==> src/cdq_pkg.sv <==
package cdq_pkg;

  // Fixed field widths of the item interface
  localparam int VAL_W = 32;
  localparam int CNT_W = 11;

  // Operation codes
  localparam logic [1:0] OP_PUSH_FRONT = 2'd0;
  localparam logic [1:0] OP_PUSH_BACK  = 2'd1;
  localparam logic [1:0] OP_POP_FRONT  = 2'd2;
  localparam logic [1:0] OP_POP_BACK   = 2'd3;

  typedef struct packed {
    logic [1:0]              op;
    logic signed [VAL_W-1:0] push_value;
  } cdq_req_t;

  typedef struct packed {
    logic                    accepted;
    logic signed [VAL_W-1:0] front_value;
    logic signed [VAL_W-1:0] rear_value;
    logic                    empty_flag;
    logic                    full_flag;
    logic [CNT_W-1:0]        entry_count;
  } cdq_rsp_t;

  typedef enum logic [1:0] {
    ST_IDLE = 2'b01,
    ST_READ = 2'b10
  } cdq_state_t;

endpackage

==> src/cdq_ctrl.sv <==
module cdq_ctrl #(
  parameter int MAX_DEPTH  = 1024,
  parameter int VALUE_BITS = 32,
  localparam int STORE_W = (VALUE_BITS < cdq_pkg::VAL_W) ? VALUE_BITS : cdq_pkg::VAL_W,
  localparam int IDX_W   = (MAX_DEPTH > 1) ? $clog2(MAX_DEPTH) : 1
) (
  input  logic                      clk,
  input  logic                      rst,
  input  logic                      cfg_write,
  input  logic [cdq_pkg::CNT_W-1:0] cfg_data,
  input  logic                      req_fire,
  input  cdq_pkg::cdq_req_t         req,
  output logic                      busy,
  output logic                      res_valid,
  output cdq_pkg::cdq_rsp_t         res,
  output logic                      mem_we,
  output logic [IDX_W-1:0]          mem_waddr,
  output logic [STORE_W-1:0]        mem_wdata,
  output logic                      mem_re,
  output logic [IDX_W-1:0]          mem_raddr,
  input  logic [STORE_W-1:0]        mem_rdata
);

  import cdq_pkg::*;

  // capacity and count wide enough to hold MAX_DEPTH itself
  localparam int CAP_W = (IDX_W + 1 > CNT_W) ? IDX_W + 1 : CNT_W;
  localparam logic [CAP_W-1:0] CAP_MAX = CAP_W'(MAX_DEPTH);

  cdq_state_t       state, state_next;
  logic [CAP_W-1:0] cap, cap_next;
  logic [IDX_W-1:0] front_idx, front_idx_next;
  logic [IDX_W-1:0] back_idx, back_idx_next;
  logic [CAP_W-1:0] count, count_next;
  logic [STORE_W-1:0] front_val, front_val_next;
  logic [STORE_W-1:0] rear_val, rear_val_next;
  logic             pop_front, pop_front_next;

  logic             is_full;
  logic             is_empty;
  logic [IDX_W-1:0] back_dn;
  logic             ok;

  function automatic logic [IDX_W-1:0] step_up(input logic [IDX_W-1:0] i,
                                                input logic [CAP_W-1:0] c);
    logic [CAP_W-1:0] n;
    n = CAP_W'(i) + 1'b1;
    return (n >= c) ? '0 : n[IDX_W-1:0];
  endfunction

  function automatic logic [IDX_W-1:0] step_down(input logic [IDX_W-1:0] i,
                                                  input logic [CAP_W-1:0] c);
    return (i == '0) ? IDX_W'(c - 1'b1) : (i - 1'b1);
  endfunction

  function automatic logic signed [VAL_W-1:0] sext(input logic [STORE_W-1:0] v);
    return VAL_W'(signed'(v));
  endfunction

  assign is_full  = (count >= cap);
  assign is_empty = (count == '0);
  assign back_dn  = step_down(back_idx, cap);
  assign busy     = (state != ST_IDLE);

  always_comb begin
    state_next     = state;
    cap_next       = cap;
    front_idx_next = front_idx;
    back_idx_next  = back_idx;
    count_next     = count;
    front_val_next = front_val;
    rear_val_next  = rear_val;
    pop_front_next = pop_front;
    ok             = 1'b0;
    res_valid      = 1'b0;
    mem_we         = 1'b0;
    mem_waddr      = back_idx;
    mem_wdata      = req.push_value[STORE_W-1:0];
    mem_re         = 1'b0;
    mem_raddr      = step_up(front_idx, cap);

    case (state)
      ST_IDLE: begin
        if (cfg_write) begin
          if (cfg_data == '0) begin
            cap_next = CAP_W'(1);
          end else if (CAP_W'(cfg_data) > CAP_MAX) begin
            cap_next = CAP_MAX;
          end else begin
            cap_next = CAP_W'(cfg_data);
          end
          front_idx_next = '0;
          back_idx_next  = '0;
          count_next     = '0;
        end else if (req_fire) begin
          res_valid = 1'b1;
          case (req.op)
            OP_PUSH_FRONT: begin
              if (!is_full) begin
                ok             = 1'b1;
                front_idx_next = step_down(front_idx, cap);
                mem_we         = 1'b1;
                mem_waddr      = front_idx_next;
                count_next     = count + 1'b1;
                front_val_next = mem_wdata;
                if (is_empty) begin
                  rear_val_next = mem_wdata;
                end
              end
            end
            OP_PUSH_BACK: begin
              if (!is_full) begin
                ok            = 1'b1;
                mem_we        = 1'b1;
                mem_waddr     = back_idx;
                back_idx_next = step_up(back_idx, cap);
                count_next    = count + 1'b1;
                rear_val_next = mem_wdata;
                if (is_empty) begin
                  front_val_next = mem_wdata;
                end
              end
            end
            OP_POP_FRONT: begin
              if (!is_empty) begin
                ok             = 1'b1;
                front_idx_next = step_up(front_idx, cap);
                count_next     = count - 1'b1;
                mem_raddr      = front_idx_next;
                pop_front_next = 1'b1;
              end
            end
            default: begin
              if (!is_empty) begin
                ok             = 1'b1;
                back_idx_next  = back_dn;
                count_next     = count - 1'b1;
                mem_raddr      = step_down(back_dn, cap);
                pop_front_next = 1'b0;
              end
            end
          endcase
          // a pop that leaves entries behind fetches the new end slot first
          if (ok && (req.op inside {OP_POP_FRONT, OP_POP_BACK})
              && count_next != '0) begin
            mem_re     = 1'b1;
            res_valid  = 1'b0;
            state_next = ST_READ;
          end
        end
      end
      ST_READ: begin
        ok         = 1'b1;
        res_valid  = 1'b1;
        state_next = ST_IDLE;
        if (pop_front) begin
          front_val_next = mem_rdata;
        end else begin
          rear_val_next = mem_rdata;
        end
      end
      default: begin
        state_next = ST_IDLE;
      end
    endcase

    res.accepted    = ok;
    res.front_value = (count_next == '0) ? '1 : sext(front_val_next);
    res.rear_value  = (count_next == '0) ? '1 : sext(rear_val_next);
    res.empty_flag  = (count_next == '0);
    res.full_flag   = (count_next == cap_next);
    res.entry_count = count_next[CNT_W-1:0];
  end

  always_ff @(posedge clk) begin
    if (rst) begin
      state     <= ST_IDLE;
      cap       <= CAP_MAX;
      front_idx <= '0;
      back_idx  <= '0;
      count     <= '0;
      pop_front <= 1'b0;
    end else begin
      state     <= state_next;
      cap       <= cap_next;
      front_idx <= front_idx_next;
      back_idx  <= back_idx_next;
      count     <= count_next;
      pop_front <= pop_front_next;
    end
  end

  // end-value caches: only meaningful while count is non-zero
  always_ff @(posedge clk) begin
    front_val <= front_val_next;
    rear_val  <= rear_val_next;
  end

endmodule

==> config.mk <==
export PLATFORM = sky130hd
export DESIGN_NAME = cdq_ctrl
export DESIGN_NICKNAME = d
export VERILOG_FILES = /design/src/cdq_pkg.sv /design/src/cdq_ctrl.sv
export SDC_FILE = /design/constraint.sdc
export NUM_CORES = 1
export LEC_CHECK = 0
export BUFFER_PORTS_ARGS = -buffer_cell sky130_fd_sc_hd__buf_2
export CELL_PAD_IN_SITES_DETAIL_PLACEMENT = 1
export CELL_PAD_IN_SITES_GLOBAL_PLACEMENT = 1
export CORE_ASPECT_RATIO = 0.7
export CORE_MARGIN = 4
export CORE_UTILIZATION = 37
export CTS_BUF_LIST = sky130_fd_sc_hd__clkbuf_8
export CTS_CLUSTER_DIAMETER = 60
export DETAILED_ROUTE_END_ITERATION = 12
export PLACE_DENSITY_LB_ADDON = 0.15
export SETUP_SLACK_MARGIN = 0.4
export SLEW_MARGIN = 40
export SYNTH_ARGS = -nofsm -noshare
export SYNTH_HDL_FRONTEND = slang
export SYNTH_SLANG_ARGS = --single-unit
==> constraint.sdc <==
create_clock -name clk -period 3.63 [get_ports clk]
set_input_delay 0.726 -clock clk [delete_from_list [all_inputs] [get_ports clk]]
set_output_delay 0.726 -clock clk [all_outputs]
set_load 0.005 [all_outputs]
==> qor.yml, run 1 <==
run_status:
  status: "finished with violations"
  violations: "setup timing"
die:
  core_area_um2: 26780
  num_rows: 50
  dieArea_um2: 29970
  io_pins: 215
  fp.dieH_um: 146.0
  start_util: 0.3762
  die_width_um: 205.2
pwr:
  leakagePower_nw: 8.112
  power-per-cell-area_nw_per_um2: 524.9
  vdd_drop_max_uv: 442.7
  pwr-share-clk: 0.091
  intPower_w: 0.004935
  power_frac_comb: 0.708
  switchingPower_w: 0.004011
  p_sw_frac: 0.4483
  seqPwrFrac: 0.200
worst_setup_path:
  cp_data_arrival_time_ns: 3.93
  cp-end-kind: "output port"
  start_kind: "flop"
  crit_required_ns: 2.90
  r2r-start: "count[3]"
  crit_type: "reg -> out"
  crit_fanout: 7
  critPathLaunch: "count[5]"
yosys:
  yosys_warnings: 0
  async_flop_share: 0
  syn_inst: 1329
  synth_top_area_share: 0.2166
  synthFlopType: "dfxtp_1"
  avgSynthCellArea_um2: 7.579
  synth_cell_types: 81
  synth-edff-count: 0
  yosysTopAreaCell: "dfxtp_1"
  syn_area_um2: 10070
  syn-num-nets: 1454
  synth_seq_cells: 109
  ys_seq_area_frac: 0.2166
  synthTopCellsByArea: "dfxtp_1, mux2i_1, ha_1"
placed_design:
  dpl_cell_area_um2: 14830
  dp.cells: 2099
  gp_congestion: 0.9835
  hpwl_um: 38230
  port_buffers: 214
grt:
  use_met3: 0.05884
  met1_usage: 0.4704
  grt_start_max_net_pins: 53
  antenna_found_initial: 3
  track_usage: 0.3478
  busiest_layer: "met2"
  grt_overflow: 0
  grt_pass1_vias: 13740
  grt_pass1_wl_um: 82090
  use_met2: 0.5674
final_layout:
  final_nets: 1951
  final_cells: 2197
  final_common_cell: "buf_4"
  mostFrequentLayoutCells: "buf_4, buf_2, inv_1, dfxtp_1, nand2_1"
  final_area_um2: 17040
  drive_gt1_frac: 0.5101
  syn_to_final_growth_pct: 69.22
detailed_routing:
  detail_route.wl_per_cell_um: 25.69
  drt-total-wl_um: 56450
  drt_first_iter_violations: 1188
  ant_nets: 0
  dr_total_vias: 13370
  drtPass1Iterations: 7
  vias_per_cell: 6.086
  drc_errors: 0
sta:
  drv_slew: 0
  slew_headroom: 0.4736
  tightest_slew_ns: 0.7880
  setup_violations: 98
  finClkSkew_ns: 0.01502
  rsz0062_at_grt: "true"
  setup_slack_ns: -1.025
  fin_crit_ns: 4.655
  max_freq_mhz: 214.8
  period_share: 1.282
  hold_viol_final: 0
clock_tree:
  cts_max_path_buffers: 2
  tritoncts: "built"
  cts-root-buf: "clkbuf_8"
  h-tree-depth: 3
  cts_made_buffers: 9
  clk_latency_ns: 0.43
  cts_hold_buf: 0
  cts_sinks: 109
  path_clk_slew_ns: 0.13
run:
  cap_viol_max_count: 0
hold_path:
  hold_path.class: "reg -> reg"
  min_from: "rear_val[13]"
## cells in the mapped netlist (8+ instances only)
cell and number:
or3_1 8, a211oi_1 11, nor3_1 29, inv_1 122
mux2_2 16, a21o_1 18, nor4_1 15, nand3_1 42
o21a_1 40, mux2i_1 67, xnor2_1 28, dfxtp_1 109
nand3b_1 8, o21ai_1 15, and2_1 18, nand4_1 14
xor2_1 15, buf_4 33, or4_1 10, buf_2 15
a22oi_1 40, a21oi_1 39, and3_1 11, o22ai_1 8
nand2_1 86, nor2_1 89, clkbuf_1 84, o31ai_1 69
nor3b_1 10, ha_1 44, nor2b_1 13, o21ai_0 34
a22o_1 30, a221oi_1 17, a222oi_1 12
## routing by layer
layer / share of wire / routed length (um) / vias to the layer above
li1: - / - / 5871
met1: 0.42 / 23660 / 6715
met2: 0.47 / 26760 / 640
met3: 0.072 / 4089 / 143
met4: 0.034 / 1927 / 2
met5: 0.00023 / 13 / -
## worst paths after layout
kind | to | slack, ns | depth (start not counted)
max | res[51] | -1.03 | 15
min | rear_val[13] | 0.55 | 2
max reg2reg | front_idx[4] | -0.31 | 23
min reg2reg | rear_val[13] | 0.55 | 2
## final cells by class
| class | instances | area [um2] |
|---|---|---|
| Antenna cell | 2 | 5.005 |
| Clock buffer | 10 | 137.6 |
| Clock inverter | 6 | 47.55 |
| Fill cell | 3157 | 9732 |
| Inverter | 123 | 466.7 |
| Multi-Input combinational cell | 957 | 8914 |
| Sequential cell | 109 | 2236 |
| Tap cell | 364 | 455.4 |
| Timing Repair Buffer | 626 | 4782 |
## worst max-delay path, stage by stage (launching register included)
cell	delay [ns]
dfxtp_2	0.40
buf_4	0.19
nand4_1	0.25
buf_6	0.21
nor4_2	0.26
buf_4	0.18
nand2_1	0.10
a21oi_2	0.15
o211ai_1	0.29
a211oi_2	0.39
nand4_1	0.18
buf_6	0.18
buf_12	0.16
buf_12	0.15
o31ai_4	0.24
buf_2	0.15
## state kept, by name, summed over array words and instances, names as in the netlist
| register | cells |
|---|---|
| back_idx | 10 |
| cap | 11 |
| count | 11 |
| front_idx | 10 |
| front_val | 32 |
| pop_front | 1 |
| rear_val | 32 |
| state | 2 |
## through the flow
step / power (W) / TNS (ns) / worst slack (ns) / hold slack (ns) / utilization
2_1_floorplan: 0.005154 / 0 / 0.04380 / 0.4519 / -
3_3_place_gp: 0.006985 / -42.00 / -0.6972 / 0.4711 / 0.5534
3_5_place_dp: 0.007216 / -49.30 / -0.7946 / 0.4885 / 0.5537
4_1_cts: 0.008577 / -58.91 / -0.8412 / 0.5398 / 0.6164
5_1_grt: 0.009373 / -78.32 / -1.070 / 0.5686 / 0.6365
6_report: 0.008946 / -73.33 / -1.025 / 0.5461 / 0.6365
## power by group through the flow
stage	Combinational [W]	Clock (W)	Sequential (W)
4_1_cts	0.00599	0.000820	0.00177
3_5_place_dp	0.00542	0	0.00179
3_3_place_gp	0.00522	0	0.00176
2_1_floorplan	0.00342	0	0.00173
5_1_grt	0.00669	0.000859	0.00182
6_report	0.00634	0.000818	0.00179
## cell families after synthesis
group                    Yosys count  share of synthesized area
multiplexers                      84                    0.08559
AO/OA/AOI/OAI                    408                     0.3024
AND/OR/NAND/NOR                  377                     0.1894
adder cells (fa/ha/maj)           45                    0.05565
flip-flops                       109                     0.2166
XOR/XNOR                          43                    0.03739
buffers and inverters            263                     0.1129
## timing repair
action,4_1_cts,5_1_grt
gates cloned,7,0
setup endpoints to repair,111,115
gates resized for setup,202,83
pin swaps,106,39
setup buffers,51,22
Power figures use the tool's default switching activity.
==> run 2: changes to the inputs <==
- SETUP_SLACK_MARGIN: 0.4 -> default
- SKIP_CTS_REPAIR_TIMING: default -> 1
==> qor.yml, run 2 (synthesis results as in run 1) <==
sta:
  max_freq_mhz: 211.9  # was 214.8 MHz
  setup_slack_ns: -1.089  # was -1.025 ns
  hold_ws_ns: 0.5355  # was 0.5461 ns
  fin_crit_ns: 4.719  # was 4.655 ns
  rsz0062_at_grt: "true"  # unchanged
  tightest_slew_ns: 0.7812  # was 0.7880 ns
  drv_slew: 0  # unchanged
  period_share: 1.300  # was 1.282
  slew_headroom: 0.4781  # was 0.4736
  setup_violations: 97  # was 98
  hold_viol_final: 0  # unchanged
  finClkSkew_ns: 0.01744  # was 0.01502 ns
detailed_routing:
  drtPass1Iterations: 6  # was 7
  dr_total_vias: 12890  # was 13370
  ant_nets: 0  # unchanged
  detail_route.wl_per_cell_um: 24.37  # was 25.69 um
  drt_first_iter_violations: 1030  # was 1188
  drc_errors: 0  # unchanged
  vias_per_cell: 5.997  # was 6.086
  drt-total-wl_um: 52400  # was 56450 um
placed_design:
  dpl_cell_area_um2: 13640  # was 14830 um2
  gp_congestion: 0.9183  # was 0.9835
  port_buffers: 214  # unchanged
  dp.cells: 2074  # was 2099
  hpwl_um: 36680  # was 38230 um
die:
  dieArea_um2: 29970  # unchanged
  io_pins: 215  # unchanged
  start_util: 0.3762  # unchanged
  core_area_um2: 26780  # unchanged
  fp.dieH_um: 146.0  # unchanged
  die_width_um: 205.2  # unchanged
  num_rows: 50  # unchanged
grt:
  track_usage: 0.2953  # was 0.3478
  grt_pass1_vias: 12300  # was 13740
  antenna_found_initial: 2  # was 3
  grt_start_max_net_pins: 53  # unchanged
  grt_overflow: 0  # unchanged
  grt_pass1_wl_um: 70460  # was 82090 um
clock_tree:
  cts-root-buf: "clkbuf_8"  # unchanged
  tritoncts: "built"  # unchanged
  path_clk_slew_ns: 0.13  # about the same
  cts_made_buffers: 9  # unchanged
  clk_latency_ns: 0.44  # was 0.43 ns
  cts_sinks: 109  # unchanged
  cts_max_path_buffers: 2  # unchanged
  h-tree-depth: 3  # unchanged
worst_setup_path:
  crit_fanout: 8  # was 7
  crit_type: "reg -> out"  # unchanged
  start_kind: "flop"  # unchanged
  cp_data_arrival_time_ns: 3.99  # was 3.93 ns
  crit_required_ns: 2.90  # about the same
  cp-end-kind: "output port"  # unchanged
  r2r_cells: 15  # was 23
final_layout:
  drive_gt1_frac: 0.4843  # was 0.5101
  final_area_um2: 15920  # was 17040 um2
  mostFrequentLayoutCells: "buf_4, buf_2, inv_1, dfxtp_1, nand2_1"  # unchanged
  largestRegisters: "front_val (32), rear_val (32)"  # unchanged
  final_common_cell: "buf_4"  # unchanged
  final_nets: 1904  # was 1951
  final_cells: 2150  # was 2197
  syn_to_final_growth_pct: 58.07  # was 69.22%
hold_path:
  hold_path_depth: 2  # unchanged
  hold_path.class: "reg -> reg"  # unchanged
pwr:
  leakagePower_nw: 7.668  # was 8.112 nW
  power-per-cell-area_nw_per_um2: 515.1  # was 524.9 nW/um2
  vdd_drop_max_uv: 419.5  # was 442.7 uV
  finalPower_w: 0.008201  # was 0.008946 W
run_status:
  violations: "setup timing"  # unchanged
  status: "finished with violations"  # unchanged
run:
  cap_viol_max_count: 0  # unchanged
run 2: cell types whose count changed in the layout (fill, tap and decap cells not counted), moves of 5 or more:
cell       delta
dfxtp_1      +10
buf_4        -13
dfxtp_4       -6
o31ai_4      -38
buf_12       -10
nor2_1        +5
buf_16        -7
clkbuf_16     +5
o31ai_2      +38
buf_6        -21
run 2: final timing paths:
kind | slack [ns] | start | end
setup reg to reg | 0.19 | back_idx[0] | back_idx[5]
hold reg to reg | 0.54 | rear_val[0] | rear_val[0]
setup / recovery | -1.09 | count[7] | res[64]
hold / removal | 0.54 | rear_val[0] | rear_val[0]
run 2: cell type report:
| type | count | area, um2 |
|---|---|---|
| tap | 364 | 455.4 |
| clock inverter | 6 | 45.04 |
| fill | 3269 | 10850 |
| sequential | 109 | 2208 |
| antenna | 2 | 5.005 |
| multi-input combinational | 958 | 8448 |
| timing repair buffer | 578 | 4160 |
| inverter | 123 | 461.7 |
| clock buffer | 10 | 137.6 |
run 2: power breakdown:
group / leakage (nW) / switching (W) / internal [W]
registers: 0.907 / 0.000232 / 0.00156
logic: 6.67 / 0.00291 / 0.00270
clock network: 0.0907 / 0.000529 / 0.000273
total: 7.67 / 0.00367 / 0.00453
run 2: through the flow:
step | util | TNS, ns | setup WS [ns]
2_1_floorplan | - | -0.05937 | -0.03047
3_3_place_gp | 0.5095 | -32.64 | -0.5773
3_5_place_dp | 0.5095 | -41.39 | -0.6620
4_1_cts | 0.5163 | -90.52 | -1.195
5_1_grt | 0.5946 | -85.02 | -1.147
6_report | 0.5946 | -76.41 | -1.089
run 2: worst max-delay path, stage by stage, from the launching register on:
cell and delay, ns:
dfxtp_4 0.38, or4_4 0.56, buf_6 0.15, o41ai_4 0.43, buf_4 0.21, nor3_2 0.05
o21ai_1 0.20, o211ai_1 0.28, a211oi_2 0.27, nand4_1 0.13, buf_6 0.16, buf_12 0.15
clkbuf_16 0.19, o31ai_2 0.24, buf_2 0.16
run 2: routing by layer:
metal | vias to the layer above | track usage | part of all wire | routed length, um
li1 | 5763 | - | - | -
met1 | 6432 | 0.4219 | 0.44 | 23010
met2 | 580 | 0.4657 | 0.46 | 24270
met3 | 118 | 0.05329 | 0.073 | 3817
met4 | 0 | 0.06426 | 0.025 | 1312
met5 | - | 0 | 0 | 0
